<file path="config.mk">
export PLATFORM = sky130hd
export DESIGN_NAME = column_pairwise_rate_estimate
export DESIGN_NICKNAME = d
export VERILOG_FILES = /design/src/sv/cpre_pkg.sv /design/src/sv/cpre_ram.sv /design/src/sv/cpre_accum.sv /design/src/sv/cpre_mul.sv /design/src/sv/cpre_div.sv /design/src/sv/cpre_calc.sv /design/src/sv/column_pairwise_rate_estimate.sv
export SDC_FILE = /design/constraint.sdc
export NUM_CORES = 2
export LEC_CHECK = 0
export ABC_AREA = 1
export BUFFER_PORTS_ARGS = -buffer_cell sky130_fd_sc_hd__buf_2
export CAP_MARGIN = 15
export CELL_PAD_IN_SITES_DETAIL_PLACEMENT = 1
export CELL_PAD_IN_SITES_GLOBAL_PLACEMENT = 1
export CORE_MARGIN = 5
export CORE_UTILIZATION = 45
export CTS_BUF_LIST = sky130_fd_sc_hd__clkbuf_4 sky130_fd_sc_hd__clkbuf_8 sky130_fd_sc_hd__clkbuf_16
export DETAILED_ROUTE_END_ITERATION = 6
export GPL_ROUTABILITY_DRIVEN = 0
export PLACE_DENSITY = 0.79
export RECOVER_POWER = 100
export SETUP_SLACK_MARGIN = 0.02
export SYNTH_ARGS = -nofsm -noshare
export SYNTH_HDL_FRONTEND = slang
export SYNTH_HIERARCHICAL = 1
export SYNTH_SLANG_ARGS = --single-unit
</file>
<file path="constraint.sdc">
create_clock -name clk -period 7.6 [get_ports clk]
set_input_delay 0.38 -clock clk [delete_from_list [all_inputs] [get_ports clk]]
set_output_delay 0.38 -clock clk [all_outputs]
set_load 0.005 [all_outputs]
</file>
<file path="src/sv/cpre_pkg.sv">
// Shared constants for the column pairwise rate estimator.
// No dependencies; imported by every module of the block except cpre_ram.
`default_nettype none
package cpre_pkg;
    localparam int SYM_W = 8;
    localparam int NUM_W = 7;
    localparam int RATE_W = 21;
    localparam int CNT_OUT_W = 23;
    localparam int FRAC_W = 24;
    localparam int EXP_W = 6;
    localparam int LOG_W = EXP_W + FRAC_W;
    localparam int MUL_W = 64;
    localparam int MUL_B_W = 32;
    localparam int MANT_W = 32;
    localparam int DEF_MAX_STATES = 64;
    localparam int DEF_MAX_SEQUENCES = 4096;
    localparam logic [NUM_W-1:0] STATE_COUNT_RESET = 7'd4;
    localparam logic [MUL_W-1:0] LN2_Q32 = 64'h0000_0000_B172_17F8;
    localparam logic [RATE_W-1:0] RATE_MAX = 21'h1F_FFFF;
endpackage
`default_nettype wire

</file>
<file path="src/sv/cpre_ram.sv">
// Generic single-write, single-read RAM with registered read data.
// Depends on nothing.
`default_nettype none
module cpre_ram #(
    parameter int WIDTH = 13,
    parameter int DEPTH = 64
) (
    input  wire logic                     clk,
    input  wire logic                     we,
    input  wire logic [$clog2(DEPTH)-1:0] waddr,
    input  wire logic [WIDTH-1:0]         wdata,
    input  wire logic                     re,
    input  wire logic [$clog2(DEPTH)-1:0] raddr,
    output logic      [WIDTH-1:0]         rdata
);
    logic [WIDTH-1:0] mem [DEPTH];

    always_ff @(posedge clk)
    begin
        if (we)
        begin
            mem[waddr] <= wdata;
        end
        if (re)
        begin
            rdata <= mem[raddr];
        end
    end
endmodule
`default_nettype wire

</file>
<file path="src/sv/cpre_accum.sv">
// Per-column symbol accumulation: state histogram in RAM plus pair counters.
// Depends on cpre_pkg and cpre_ram.
`default_nettype none
module cpre_accum
    import cpre_pkg::*;
#(
    parameter int MAX_STATES = DEF_MAX_STATES,
    parameter int MAX_SEQUENCES = DEF_MAX_SEQUENCES,
    localparam int ST_W = $clog2(MAX_STATES),
    localparam int CNT_W = $clog2(MAX_SEQUENCES + 1),
    localparam int PAIR_W = 2 * CNT_W
) (
    input  wire logic              clk,
    input  wire logic              rst_n,
    input  wire logic [NUM_W-1:0]  n_eff,
    input  wire logic              in_valid,
    output logic                   in_ready,
    input  wire logic [SYM_W-1:0]  symbol,
    input  wire logic              last,
    input  wire logic              calc_idle,
    output logic                   calc_start,
    output logic [PAIR_W-1:0]      diff_raw,
    output logic [PAIR_W-1:0]      total_raw
);
    typedef enum logic [1:0] {A_IDLE, A_UPD, A_HAND} acc_state_t;

    acc_state_t            state_reg;
    logic [ST_W-1:0]       idx_reg;
    logic                  hit_reg;
    logic                  last_reg;
    logic [CNT_W-1:0]      cnt_reg;
    logic [PAIR_W-1:0]     total_reg;
    logic [PAIR_W-1:0]     mism_reg;
    logic [MAX_STATES-1:0] vbit_reg;
    logic [CNT_W-1:0]      rd_data;
    logic [CNT_W-1:0]      hist;
    logic                  hit;
    logic                  accept;

    assign in_ready = (state_reg == A_IDLE);
    assign accept = in_valid && in_ready;
    assign hit = ({1'b0, symbol} < {2'b00, n_eff}) && (cnt_reg < CNT_W'(MAX_SEQUENCES));
    assign hist = vbit_reg[idx_reg] ? rd_data : '0;
    assign calc_start = (state_reg == A_HAND) && calc_idle;
    assign diff_raw = mism_reg;
    assign total_raw = total_reg;

    cpre_ram #(
        .WIDTH(CNT_W),
        .DEPTH(MAX_STATES)
    ) u_hist (
        .clk  (clk),
        .we   ((state_reg == A_UPD) && hit_reg),
        .waddr(idx_reg),
        .wdata(hist + CNT_W'(1)),
        .re   (accept),
        .raddr(symbol[ST_W-1:0]),
        .rdata(rd_data)
    );

    always_ff @(posedge clk or negedge rst_n)
    begin
        if (!rst_n)
        begin
            state_reg <= A_IDLE;
            hit_reg <= 1'b0;
            last_reg <= 1'b0;
            idx_reg <= '0;
            cnt_reg <= '0;
            total_reg <= '0;
            mism_reg <= '0;
            vbit_reg <= '0;
        end
        else
        begin
            case (state_reg)
                A_IDLE:
                begin
                    if (accept)
                    begin
                        idx_reg <= symbol[ST_W-1:0];
                        hit_reg <= hit;
                        last_reg <= last;
                        state_reg <= A_UPD;
                    end
                end
                A_UPD:
                begin
                    if (hit_reg)
                    begin
                        total_reg <= total_reg + PAIR_W'(cnt_reg);
                        mism_reg <= mism_reg + PAIR_W'(cnt_reg - hist);
                        vbit_reg[idx_reg] <= 1'b1;
                        cnt_reg <= cnt_reg + CNT_W'(1);
                    end
                    state_reg <= last_reg ? A_HAND : A_IDLE;
                end
                A_HAND:
                begin
                    if (calc_idle)
                    begin
                        cnt_reg <= '0;
                        total_reg <= '0;
                        mism_reg <= '0;
                        vbit_reg <= '0;
                        state_reg <= A_IDLE;
                    end
                end
                default:
                begin
                    state_reg <= A_IDLE;
                end
            endcase
        end
    end
endmodule
`default_nettype wire

</file>
<file path="src/sv/cpre_mul.sv">
// Bit-serial shift-add multiplier, one multiplier bit per cycle.
// Depends on cpre_pkg.
`default_nettype none
module cpre_mul
    import cpre_pkg::*;
(
    input  wire logic               clk,
    input  wire logic               rst_n,
    input  wire logic               start,
    input  wire logic [MUL_W-1:0]   a,
    input  wire logic [MUL_B_W-1:0] b,
    output logic                    done,
    output logic [MUL_W-1:0]        prod
);
    localparam int STEP_W = $clog2(MUL_B_W);

    logic [MUL_W-1:0]   a_reg;
    logic [MUL_B_W-1:0] b_reg;
    logic [STEP_W-1:0]  step_reg;
    logic               busy_reg;

    always_ff @(posedge clk or negedge rst_n)
    begin
        if (!rst_n)
        begin
            busy_reg <= 1'b0;
            done <= 1'b0;
            step_reg <= '0;
        end
        else
        begin
            done <= 1'b0;
            if (start)
            begin
                a_reg <= a;
                b_reg <= b;
                prod <= '0;
                step_reg <= '0;
                busy_reg <= 1'b1;
            end
            else if (busy_reg)
            begin
                prod <= prod + (b_reg[0] ? a_reg : '0);
                a_reg <= {a_reg[MUL_W-2:0], 1'b0};
                b_reg <= {1'b0, b_reg[MUL_B_W-1:1]};
                step_reg <= step_reg + STEP_W'(1);
                if (step_reg == STEP_W'(MUL_B_W - 1))
                begin
                    busy_reg <= 1'b0;
                    done <= 1'b1;
                end
            end
        end
    end
endmodule
`default_nettype wire

</file>
<file path="src/sv/cpre_div.sv">
// Restoring bit-serial divider, one quotient bit per cycle.
// Depends on cpre_pkg.
`default_nettype none
module cpre_div
    import cpre_pkg::*;
#(
    parameter int DEN_W = 26
) (
    input  wire logic             clk,
    input  wire logic             rst_n,
    input  wire logic             start,
    input  wire logic [MUL_W-1:0] num,
    input  wire logic [DEN_W-1:0] den,
    output logic                  done,
    output logic [MUL_W-1:0]      quot
);
    localparam int STEP_W = $clog2(MUL_W);

    logic [MUL_W-1:0]  num_reg;
    logic [DEN_W-1:0]  den_reg;
    logic [DEN_W-1:0]  rem_reg;
    logic [STEP_W-1:0] step_reg;
    logic              busy_reg;
    logic [DEN_W:0]    trial;
    logic              fits;

    assign trial = {rem_reg, num_reg[MUL_W-1]};
    assign fits = (trial >= {1'b0, den_reg});

    always_ff @(posedge clk or negedge rst_n)
    begin
        if (!rst_n)
        begin
            busy_reg <= 1'b0;
            done <= 1'b0;
            step_reg <= '0;
        end
        else
        begin
            done <= 1'b0;
            if (start)
            begin
                num_reg <= num;
                den_reg <= den;
                rem_reg <= '0;
                quot <= '0;
                step_reg <= '0;
                busy_reg <= 1'b1;
            end
            else if (busy_reg)
            begin
                rem_reg <= fits ? DEN_W'(trial - {1'b0, den_reg}) : trial[DEN_W-1:0];
                quot <= {quot[MUL_W-2:0], fits};
                num_reg <= {num_reg[MUL_W-2:0], 1'b0};
                step_reg <= step_reg + STEP_W'(1);
                if (step_reg == STEP_W'(MUL_W - 1))
                begin
                    busy_reg <= 1'b0;
                    done <= 1'b1;
                end
            end
        end
    end
endmodule
`default_nettype wire

</file>
<file path="src/sv/cpre_calc.sv">
// Per-column rate computation: sequencer over the serial multiplier and divider.
// Depends on cpre_pkg, cpre_mul and cpre_div.
`default_nettype none
module cpre_calc
    import cpre_pkg::*;
#(
    parameter int PAIR_W = 26,
    localparam int DEN_W = (PAIR_W > NUM_W) ? PAIR_W : NUM_W,
    localparam int IT_W = $clog2(FRAC_W + 1)
) (
    input  wire logic                 clk,
    input  wire logic                 rst_n,
    input  wire logic                 start,
    output logic                      idle,
    input  wire logic [PAIR_W-1:0]    diff_raw,
    input  wire logic [PAIR_W-1:0]    total_raw,
    input  wire logic [NUM_W-1:0]     n_eff,
    output logic                      out_valid,
    input  wire logic                 out_ready,
    output logic [RATE_W-1:0]         rate_q16,
    output logic                      fallback_used,
    output logic                      rate_saturated,
    output logic [CNT_OUT_W-1:0]      mismatch_pairs,
    output logic [CNT_OUT_W-1:0]      valid_pairs
);
    typedef enum logic [3:0] {
        C_IDLE, C_MD, C_MA, C_NORM, C_SQ, C_MK, C_MT, C_DIVP, C_DIVN, C_OUT
    } calc_state_t;

    calc_state_t         state_reg;
    logic [NUM_W-1:0]    n_reg;
    logic [PAIR_W-1:0]   diff_reg;
    logic [PAIR_W-1:0]   total_reg;
    logic [MUL_W-1:0]    d_reg;
    logic [MUL_W-1:0]    nn_reg;
    logic [MUL_W-1:0]    sh_reg;
    logic [EXP_W-1:0]    e_reg;
    logic [FRAC_W-1:0]   frac_reg;
    logic [IT_W-1:0]     it_reg;
    logic                sel_reg;
    logic [LOG_W-1:0]    ld_reg;
    logic                mul_start_reg;
    logic [MUL_W-1:0]    mul_a_reg;
    logic [MUL_B_W-1:0]  mul_b_reg;
    logic                div_start_reg;
    logic [MUL_W-1:0]    div_num_reg;
    logic [DEN_W-1:0]    div_den_reg;
    logic                mul_done;
    logic [MUL_W-1:0]    prod;
    logic                div_done;
    logic [MUL_W-1:0]    quot;
    logic [MUL_W-MANT_W:0] sq;
    logic [LOG_W-1:0]    lcur;
    logic [LOG_W-1:0]    l_diff;
    logic [MUL_W-1:0]    rate_full;
    logic [PAIR_W+CNT_OUT_W-1:0] diff_ext;
    logic [PAIR_W+CNT_OUT_W-1:0] total_ext;
    logic [PAIR_W-1:0]   diff1;
    logic [PAIR_W-1:0]   total1;

    cpre_mul u_mul (
        .clk  (clk),
        .rst_n(rst_n),
        .start(mul_start_reg),
        .a    (mul_a_reg),
        .b    (mul_b_reg),
        .done (mul_done),
        .prod (prod)
    );

    cpre_div #(
        .DEN_W(DEN_W)
    ) u_div (
        .clk  (clk),
        .rst_n(rst_n),
        .start(div_start_reg),
        .num  (div_num_reg),
        .den  (div_den_reg),
        .done (div_done),
        .quot (quot)
    );

    assign idle = (state_reg == C_IDLE);
    assign out_valid = (state_reg == C_OUT);
    assign sq = prod[MUL_W-1:MANT_W-1];
    assign lcur = {e_reg, frac_reg[FRAC_W-2:0], sq[MUL_W-MANT_W]};
    assign l_diff = (ld_reg > lcur) ? (ld_reg - lcur) : '0;
    assign rate_full = (state_reg == C_DIVP) ? quot : ((quot + MUL_W'(32768)) >> 16);
    assign diff_ext = {{CNT_OUT_W{1'b0}}, diff_reg};
    assign total_ext = {{CNT_OUT_W{1'b0}}, total_reg};
    assign mismatch_pairs = diff_ext[CNT_OUT_W-1:0];
    assign valid_pairs = total_ext[CNT_OUT_W-1:0];
    assign diff1 = (diff_reg == '0) ? PAIR_W'(1) : diff_reg;
    assign total1 = (total_reg == '0) ? PAIR_W'(1) : total_reg;

    always_ff @(posedge clk or negedge rst_n)
    begin
        if (!rst_n)
        begin
            state_reg <= C_IDLE;
            mul_start_reg <= 1'b0;
            div_start_reg <= 1'b0;
            sel_reg <= 1'b0;
            it_reg <= '0;
        end
        else
        begin
            mul_start_reg <= 1'b0;
            div_start_reg <= 1'b0;
            case (state_reg)
                C_IDLE:
                begin
                    if (start)
                    begin
                        diff_reg <= diff_raw;
                        total_reg <= total_raw;
                        n_reg <= n_eff;
                        mul_a_reg <= MUL_W'((total_raw == '0) ? PAIR_W'(1) : total_raw);
                        mul_b_reg <= MUL_B_W'(n_eff - NUM_W'(1));
                        mul_start_reg <= 1'b1;
                        state_reg <= C_MD;
                    end
                end
                C_MD:
                begin
                    if (mul_done)
                    begin
                        d_reg <= prod;
                        mul_a_reg <= MUL_W'(diff1);
                        mul_b_reg <= MUL_B_W'(n_reg);
                        mul_start_reg <= 1'b1;
                        state_reg <= C_MA;
                    end
                end
                C_MA:
                begin
                    if (mul_done)
                    begin
                        if (prod >= d_reg)
                        begin
                            fallback_used <= 1'b1;
                            div_num_reg <= (MUL_W'(diff1) << 16) + MUL_W'(total1 >> 1);
                            div_den_reg <= DEN_W'(total1);
                            div_start_reg <= 1'b1;
                            state_reg <= C_DIVP;
                        end
                        else
                        begin
                            fallback_used <= 1'b0;
                            nn_reg <= d_reg - prod;
                            sh_reg <= d_reg;
                            e_reg <= EXP_W'(MUL_W - 1);
                            sel_reg <= 1'b0;
                            state_reg <= C_NORM;
                        end
                    end
                end
                C_NORM:
                begin
                    if (sh_reg[MUL_W-1])
                    begin
                        mul_a_reg <= MUL_W'(sh_reg[MUL_W-1:MUL_W-MANT_W]);
                        mul_b_reg <= sh_reg[MUL_W-1:MUL_W-MANT_W];
                        mul_start_reg <= 1'b1;
                        frac_reg <= '0;
                        it_reg <= '0;
                        state_reg <= C_SQ;
                    end
                    else
                    begin
                        sh_reg <= {sh_reg[MUL_W-2:0], 1'b0};
                        e_reg <= e_reg - EXP_W'(1);
                    end
                end
                C_SQ:
                begin
                    if (mul_done)
                    begin
                        frac_reg <= {frac_reg[FRAC_W-2:0], sq[MUL_W-MANT_W]};
                        it_reg <= it_reg + IT_W'(1);
                        if (it_reg == IT_W'(FRAC_W - 1))
                        begin
                            if (!sel_reg)
                            begin
                                ld_reg <= lcur;
                                sel_reg <= 1'b1;
                                sh_reg <= nn_reg;
                                e_reg <= EXP_W'(MUL_W - 1);
                                state_reg <= C_NORM;
                            end
                            else
                            begin
                                mul_a_reg <= LN2_Q32;
                                mul_b_reg <= MUL_B_W'(l_diff);
                                mul_start_reg <= 1'b1;
                                state_reg <= C_MK;
                            end
                        end
                        else
                        begin
                            mul_a_reg <= MUL_W'(sq[MUL_W-MANT_W] ?
                                                sq[MUL_W-MANT_W:1] : sq[MANT_W-1:0]);
                            mul_b_reg <= sq[MUL_W-MANT_W] ? sq[MUL_W-MANT_W:1] : sq[MANT_W-1:0];
                            mul_start_reg <= 1'b1;
                        end
                    end
                end
                C_MK:
                begin
                    if (mul_done)
                    begin
                        mul_a_reg <= prod >> FRAC_W;
                        mul_b_reg <= MUL_B_W'(n_reg - NUM_W'(1));
                        mul_start_reg <= 1'b1;
                        state_reg <= C_MT;
                    end
                end
                C_MT:
                begin
                    if (mul_done)
                    begin
                        div_num_reg <= prod;
                        div_den_reg <= DEN_W'(n_reg);
                        div_start_reg <= 1'b1;
                        state_reg <= C_DIVN;
                    end
                end
                C_DIVP, C_DIVN:
                begin
                    if (div_done)
                    begin
                        if (rate_full > MUL_W'(RATE_MAX))
                        begin
                            rate_q16 <= RATE_MAX;
                            rate_saturated <= 1'b1;
                        end
                        else
                        begin
                            rate_q16 <= rate_full[RATE_W-1:0];
                            rate_saturated <= 1'b0;
                        end
                        state_reg <= C_OUT;
                    end
                end
                C_OUT:
                begin
                    if (out_ready)
                    begin
                        state_reg <= C_IDLE;
                    end
                end
                default:
                begin
                    state_reg <= C_IDLE;
                end
            endcase
        end
    end
endmodule
`default_nettype wire

</file>
<file path="src/sv/column_pairwise_rate_estimate.sv">
// Column pairwise rate estimator (Jukes-Cantor corrected mismatch rate).
// Symbols: each transaction reads the histogram RAM, then updates it; no new symbol is
// accepted during the update. Column end: the bit-serial multiplier forms two products
// and the bit-serial divider returns the raw proportion; the logarithm path adds 48
// squarings and two more products before its division. The next column streams while the
// result is computed, but after its last symbol the hand-off waits, with no new symbol
// accepted, until the previous result is taken. Reset clears all control state and sets the
// state count register to 4; the histogram needs no clearing pass.
`default_nettype none
module column_pairwise_rate_estimate
    import cpre_pkg::*;
#(
    parameter int MAX_STATES = DEF_MAX_STATES,
    parameter int MAX_SEQUENCES = DEF_MAX_SEQUENCES
) (
    input  wire logic                 clk,
    input  wire logic                 rst_n,
    input  wire logic                 cfg_we,
    input  wire logic [NUM_W-1:0]     cfg_wdata,
    input  wire logic                 in_valid,
    output logic                      in_ready,
    input  wire logic [SYM_W-1:0]     symbol,
    input  wire logic                 last,
    output logic                      out_valid,
    input  wire logic                 out_ready,
    output logic [RATE_W-1:0]         rate_q16,
    output logic                      fallback_used,
    output logic                      rate_saturated,
    output logic [CNT_OUT_W-1:0]      mismatch_pairs,
    output logic [CNT_OUT_W-1:0]      valid_pairs
);
    localparam int PAIR_W = 2 * $clog2(MAX_SEQUENCES + 1);

    logic [NUM_W-1:0]  state_count_reg;
    logic [NUM_W-1:0]  n_eff;
    logic              calc_idle;
    logic              calc_start;
    logic [PAIR_W-1:0] diff_raw;
    logic [PAIR_W-1:0] total_raw;

    always_ff @(posedge clk or negedge rst_n)
    begin
        if (!rst_n)
        begin
            state_count_reg <= STATE_COUNT_RESET;
        end
        else if (cfg_we)
        begin
            state_count_reg <= cfg_wdata;
        end
    end

    always_comb
    begin
        if (state_count_reg < NUM_W'(2))
        begin
            n_eff = NUM_W'(2);
        end
        else if (int'(state_count_reg) > MAX_STATES)
        begin
            n_eff = NUM_W'(MAX_STATES);
        end
        else
        begin
            n_eff = state_count_reg;
        end
    end

    cpre_accum #(
        .MAX_STATES   (MAX_STATES),
        .MAX_SEQUENCES(MAX_SEQUENCES)
    ) u_accum (
        .clk       (clk),
        .rst_n     (rst_n),
        .n_eff     (n_eff),
        .in_valid  (in_valid),
        .in_ready  (in_ready),
        .symbol    (symbol),
        .last      (last),
        .calc_idle (calc_idle),
        .calc_start(calc_start),
        .diff_raw  (diff_raw),
        .total_raw (total_raw)
    );

    cpre_calc #(
        .PAIR_W(PAIR_W)
    ) u_calc (
        .clk           (clk),
        .rst_n         (rst_n),
        .start         (calc_start),
        .idle          (calc_idle),
        .diff_raw      (diff_raw),
        .total_raw     (total_raw),
        .n_eff         (n_eff),
        .out_valid     (out_valid),
        .out_ready     (out_ready),
        .rate_q16      (rate_q16),
        .fallback_used (fallback_used),
        .rate_saturated(rate_saturated),
        .mismatch_pairs(mismatch_pairs),
        .valid_pairs   (valid_pairs)
    );
endmodule
`default_nettype wire
</file>
# Yosys cells after proc, flatten, opt, wreduce, memory -nomap -nowiden
# Memories as Yosys holds them, arrays and structs flattened. A register that Yosys moved wholly into a read port is not among the register bits.
# Cells that the tools add are included.
[word_totals]
register_bits = 1032
mem_bits_rw = 832
in_bits = 21
out_inout_bits = 71
word_cells = 278
n_memories = 1
[memory_table]
columns = ["name", "words", "width", "rd", "rd_ports_with_merged_regs", "wr", "line", "source"]
rows = [
  ["u_accum.u_hist.mem", 64, 13, 1, 1, 1, "cpre_ram.sv:16", "logic [WIDTH-1:0] mem [DEPTH];"],
]
[classes]
addsub = 17
n_lt_le_gt_ge = 10
n_eq_ne = 32
muxes = 131
bitwise_logic = 3
reduce_logical = 40
[ops]
columns = ["op", "count"]
rows = [
  ["2-to-1 mux 64 bit", 26],
  ["2-to-1 mux 32 bit", 11],
  ["case mux 64 bit (5 select lines)", 1],
  ["2-to-1 mux 26 bit", 11],
  ["case mux 64 bit (2 select lines)", 2],
  ["case mux 64 bit (3 select lines)", 1],
  ["case mux 32 bit (5 select lines)", 1],
  ["case mux 26 bit (2 select lines)", 3],
  ["zero test 26 bit", 3],
  ["adder 64 x 16 -> 64 bit (second input constant)", 1],
  ["adder 64 bit", 1],
  [">= comparator 64 bit", 1],
  ["greater-than comparator 64 x 21 -> 1 bit (second input constant)", 1],
  ["OR 64 bit", 1],
  ["subtractor 64 bit", 1],
  ["2-to-1 mux 6 bit", 8],
  ["2-to-1 mux 23 bit", 2],
  ["case mux 23 bit (2 select lines)", 1],
  ["adder 42 x 25 -> 43 bit", 1],
  ["2-to-1 mux 4 bit", 10],
  ["2-to-1 mux 13 bit", 3],
  ["case mux 4 bit (9 select lines)", 1],
  ["greater-than comparator 30 bit", 1],
  ["2-to-1 mux 30 bit", 1],
  ["56 further kinds", 140],
]

# Logic depth before layout (Yosys ltp)
[depth]
depth_word = 7
ltp_mapped = 37
ltp_nobuf = 34

# Hierarchy
# Netlist, hierarchy kept.
[modules_own_cells]
columns = ["module", "n_inst", "cells_per_inst", "area_each_um2", "seq_area_each_um2"]
rows = [
  ["cpre_ram", 1, 2891, 34182.8, 25374.3],
  ["cpre_calc", 1, 3589, 30449.2, 15164.5],
  ["cpre_mul", 1, 2079, 13247.7, 4979.8],
  ["cpre_div", 1, 1161, 10012.1, 5605.4],
  ["cpre_accum", 1, 1280, 9278.9, 3478.3],
  ["column_pairwise_rate_estimate", 1, 39, 340.3, 176.4],
]

# Worst setup path before layout
# No wires, ideal clock.
[synth_path]
path_kind = "register to register"
start = "register u_calc.u_mul.prod[63]"
end = "register u_calc.e_reg[0], enable pin"
arrival_time_ns = 6.832
required_ns = 7.019
setup_slack_ns = 0.187
path_stages_with_launch = 17
path_buffers = 2
path_cell_list = "edfxtp_1 > inv_1 > clkbuf_1 > clkbuf_1 > ha_1 > nand2_1 > nor2_1 > nand2_1 > nor2_1 > nand2_1 > inv_1 > nand2_1 > nand2_1 > nand2_1 > nand2_1 > nand2_1 > nor3_1"
[synth_via]
elab_chain_cells = 3
[synth_lines]
columns = ["item", "line", "source"]
rows = [
  ["from (decl)", "cpre_mul.sv:13", "output logic [MUL_W-1:0] prod"],
  ["from (signal assigned)", "cpre_mul.sv:43", "prod <= prod + (b_reg[0] ? a_reg : '0);"],
  [">= comparator 64 bit", "cpre_calc.sv:139", "if (prod >= d_reg)"],
  ["!= test 2 bit (no source line)", "-", ""],
  ["AND reduction 8 bit (no source line)", "-", ""],
  ["to (signal assigned)", "cpre_calc.sv:152", "e_reg <= EXP_W'(MUL_W - 1);"],
  ["to (signal assigned)", "cpre_calc.sv:172", "e_reg <= e_reg - EXP_W'(1);"],
  ["to (signal assigned)", "cpre_calc.sv:188", "e_reg <= EXP_W'(MUL_W - 1);"],
  ["to (decl)", "cpre_calc.sv:37", "logic [EXP_W-1:0] e_reg;"],
]
# Every way passes these cells.
# A chain may end at the register's enable or synchronous reset.

# Worst setup path after layout
[layout_path]
start = "register u_calc.state_reg[2]"
end = "register u_calc.mul_a_reg[27], enable pin"
[layout_via]
elab_chain_cells = 4
[layout_lines]
columns = ["item", "line", "source"]
rows = [
  ["from (decl)", "cpre_calc.sv:30", "calc_state_t state_reg;"],
  ["from (signal assigned)", "cpre_calc.sv:100", "state_reg <= C_IDLE;"],
  ["from (signal assigned)", "cpre_calc.sv:121", "state_reg <= C_MD;"],
  ["from (signal assigned)", "cpre_calc.sv:132", "state_reg <= C_MA;"],
  ["zero test 4 bit", "cpre_calc.sv:83", "assign idle = (state_reg == C_IDLE);"],
  ["via calc_idle", "column_pairwise_rate_estimate.sv:36", "logic calc_idle;"],
  ["logical AND 1 bit", "cpre_accum.sv:44", "assign calc_start = (state_reg == A_HAND) && calc_idle;"],
  ["via calc_start", "column_pairwise_rate_estimate.sv:37", "logic calc_start;"],
  ["!= test 2 bit (no source line)", "-", ""],
  ["AND reduction 8 bit (no source line)", "-", ""],
  ["to (signal assigned)", "cpre_calc.sv:118", "mul_a_reg <= MUL_W'((total_raw == '0) ? PAIR_W'(1) : total_raw);"],
  ["to (signal assigned)", "cpre_calc.sv:129", "mul_a_reg <= MUL_W'(diff1);"],
  ["to (signal assigned)", "cpre_calc.sv:162", "mul_a_reg <= MUL_W'(sh_reg[MUL_W-1:MUL_W-MANT_W]);"],
  ["to (decl)", "cpre_calc.sv:43", "logic [MUL_W-1:0] mul_a_reg;"],
]
# The timed path passes the listed nets, and every way through them passes these cells.

==> key figures <==
Global routing
  • Largest net degree at the start of global routing: approximately 220
  • Total congestion overflow: 0
  • Vias in the first global route: approximately 84000
  • Initial antenna violation count: 10
  • Global-route usage over all layers: ~30%
  • First-pass GRT wire length: approximately 520 mm

Clock network
  • Clock tree buffer depth: 3
  • Clock buffer count from CTS: 198
  • TritonCTS clock tree: yes
  • Hold-fix buffers, CTS: 24
  • Clk Latency, worst-skew pair: about 0.9 ns
  • Clock-pin slew on the worst setup and hold paths: around 0.06 ns
  • CTS Root Cell: clkbuf_16
  • H-tree depth: 4
  • Clk sink count: approximately 1900
  • Post-CTS sizing: 0
  • # Post-CTS Setup Buffers: 0

Route
  • # DRC: 0
  • Wire per inst: 24.50 um
  • Routed vias/inst: between 5 and 6
  • Vias: 81880
  • Initial drt markers: 8161
  • Drt pass-1 iters: 6
  • Final ANT Viol Nets: 0
  • Detailed Route WL: 346.1 mm

Pwr
  • Peak supply drop: between 0.3 and 0.4 mV
  • Pleak: around 46 nW
  • P per Cell Area: 275.4 mW/mm^2

Floorplan
  • Die area: roughly 0.23 mm^2
  • Row cnt: 170
  • Die width: around 480 um
  • Core Box Area: between 0.2 and 0.25 mm^2
  • Chip Height: 475.5 um
  • Top-level I/O count: 92
  • Starting density of the core: 45.34%

Synth
  • Syn Area/Cell: 8.833 um^2
  • Synthesized area: approximately 0.098 mm^2
  • Yosys cell types: 67
  • Synth async-reset ratio: about a tenth
  • Ys flop type: edfxtp_1
  • Seq/Total Area, Yosys: a little under three fifths
  • YS warnings: 6
  • Synthesized instance count: 11040
  • Flops & latches, synth: 1853
  • Number of synthesized flops with an enable pin: between 1500 and 2000

Critical path
  • Critical path depth in cells: 9
  • CP endpoint kind: flop
  • Buf/Inv on CP: 4
  • CP top delay family: buffers and inverters
  • Worst Path Arrival: 7.42 ns
  • Critical path required time: around 8.0 ns
  • CP Max Fanout: 72
  • Critical path, cell by cell: nor2_1, nand2_1, inv_1, nand2_1, clkinv_1, clkbuf_1, o21ai_0, nor3_1, clkbuf_4
  • Slowest cell on the critical path: clkbuf_1
  • Most repeated library cell on the critical path: nand2_1
  • Worst path max stage delay: roughly 2.6 ns
  • CP startpoint kind: flop
  • Critical path class: reg2reg
  • Worst R2R Path Depth: 9

Cells and area
  • Area Overhead vs Synth: 10.13%
  • Post-Layout Cell Count: between 10000 and 15000
  • Final #Nets: 11410
  • Biggest register: u_accum/u_hist/mem
  • Max FFs per register: roughly 830
  • Layout cells sized above 1: roughly 5.4%
  • Filler Cell Count: around 25000

STA
  • Worst-Margin Slew: ~4.8 ns
  • Final setup viols: 0
  • Fin crit share: slightly above 90%
  • Peak Freq: between 100 and 150 MHz
  • Final TNS setup: 0 ns
  • Pins Over Slew Limit: 2979
  • Relative slew slack: -218.5%
  • Fin Hold WS: about 0.056 ns
  • Final setup skew: 0.07794 ns
  • Min cycle time layout: around 7 ns
  • RSZ-0062 raised after global routing: no
  • Final hold vios: 0

Placed design
  • I/O Buffers: 91
  • Placed cell count: around 14000
  • DP Wirelength: approximately 240 mm

Hold path
  • Worst Hold Depth: 4
  • Worst hold path class: in2reg

Outcome
  • Outcome: finished with violations
  • Violations in the final reports: max-capacitance violations, max-slew violations

Run
  • Max-cap violations: 75
==> logic make-up (layout without fill, tap and decap cells) <==
kind of cell             Yosys count  after routing  share of synthesized area, %
XOR/XNOR                         135            135                         1.213
multiplexers                       3              3                       0.03336
AO/OA/AOI/OAI                   1045           1045                         6.051
buffers and inverters           1651           1877                         6.921
adder cells (fa/ha/maj)          268            268                         3.500
flip-flops                      1853           1853                         56.18
AND/OR/NAND/NOR                 6083           6083                         26.10
other                              1             28                      0.003846
==> cell type report <==
cell class                 instances  area (um^2)  share of cell area (%)
clock inverter                   121         1341                   1.249
inverter                        1219         4582                   4.267
timing repair buffer             287         1508                   1.404
sequential                      1853        54780                   51.01
tap                             2838         3551                   3.307
clock buffer                     250         5477                   5.100
antenna                            4        10.01                0.009321
multi-input combinational       7558        36140                   33.65
==> path summary, 6_finish.rpt <==
kind	from	end	slack, ns
max	u_calc/state_reg[2]$_DFFE_PN0P_	u_calc/mul_a_reg[27]$_DFFE_PP_	0.61
min in group asynchronous	rst_n	u_calc/u_mul/step_reg[2]$_DFFE_PN0N_	1.28
max reg2reg	u_calc/state_reg[2]$_DFFE_PN0P_	u_calc/mul_a_reg[27]$_DFFE_PP_	0.61
min reg2reg	u_calc/div_den_reg[9]$_SDFFCE_PP0P_	u_calc/u_div/den_reg[9]$_DFFE_PP_	0.42
max in group asynchronous	rst_n	u_accum/vbit_reg[47]$_DFFE_PN0P_	1.25
min	symbol[6]	u_accum/hit_reg$_DFFE_PN0P_	0.06
==> power breakdown <==
part,internal [mW],switching (mW)
Sequential,12.3,0.339
Combinational,1.83,5.03
Clock,5.85,4.29
==> worst register-to-register path: cells and delay by family, from the launching register on <==
kind,cells,cell delay [ns]
AOI/OAI and AO/OA,1,0.78
buffers and inverters,4,3.70
DFF,1,0.46
and+or+nand+nor,4,1.50
==> cell usage in the layout (no fill, tap or decap), types with 48 or more instances in the layout <==
cell	n
a21oi_1	420
clkbuf_1	174
clkbuf_16	203
clkinv_1	48
dfrtp_1	171
edfxtp_1	1680
ha_1	260
inv_1	1186
nand2_1	3892
nand3_1	1077
nand4_1	87
nor2_1	726
nor3_1	83
o211ai_1	57
o21ai_0	330
o22ai_1	67
xor2_1	82
==> metal layers <==
layer / global-route usage, % / vias up / share of wire (%)
li1: - / 36720 / -
met2: 48.72 / 3515 / 47
met4: 17.20 / 4 / 6.7
met5: 0 / - / 0.0075
met1: 37.82 / 40680 / 39
met3: 4.886 / 957 / 7.4
==> through the flow <==
step	instance area (um^2)	total power, mW	worst slack [ns]	utilization, %
after floorplan	97600	17.01	0.1868	-
after global placement	101100	18.97	1.287	47.00
after detailed placement	101100	19.38	1.033	47.02
after CTS	108200	29.49	0.9573	50.30
after global routing	107400	30.79	0.2315	49.93
final	107400	29.58	0.6110	49.94
==> Yosys cell counts, drive strengths merged, types with 2 or more instances <==
library cell / instances / share of area, %
nand3b: 23 / 0.18
nand3: 1103 / 5.8
nand4: 88 / 0.57
mux2: 2 / 0.023
or2: 14 / 0.090
a21oi: 421 / 2.2
clkinv: 7 / 0.027
o211ai: 57 / 0.44
a21o: 20 / 0.15
a221oi: 5 / 0.045
nor4: 30 / 0.21
xor2: 86 / 0.77
o31ai: 8 / 0.062
ha: 260 / 3.3
fa: 8 / 0.16
o221ai: 6 / 0.054
clkbuf: 185 / 0.71
nor3: 96 / 0.56
dfrtp: 172 / 4.4
a22oi: 2 / 0.015
a31oi: 27 / 0.17
a21boi: 8 / 0.062
a211oi: 6 / 0.046
nand2: 3937 / 15
and3: 5 / 0.032
o21bai: 42 / 0.32
a32o: 11 / 0.11
inv: 1212 / 4.7
o21ai: 339 / 1.7
buf: 247 / 1.5
o22ai: 67 / 0.43
o21a: 6 / 0.046
xnor2: 49 / 0.44
a22o: 8 / 0.072
nor2: 777 / 3.3
and2: 10 / 0.064
o2111ai: 6 / 0.054
edfxtp: 1680 / 52
Note: power is estimated with default switching activity, not from simulation.
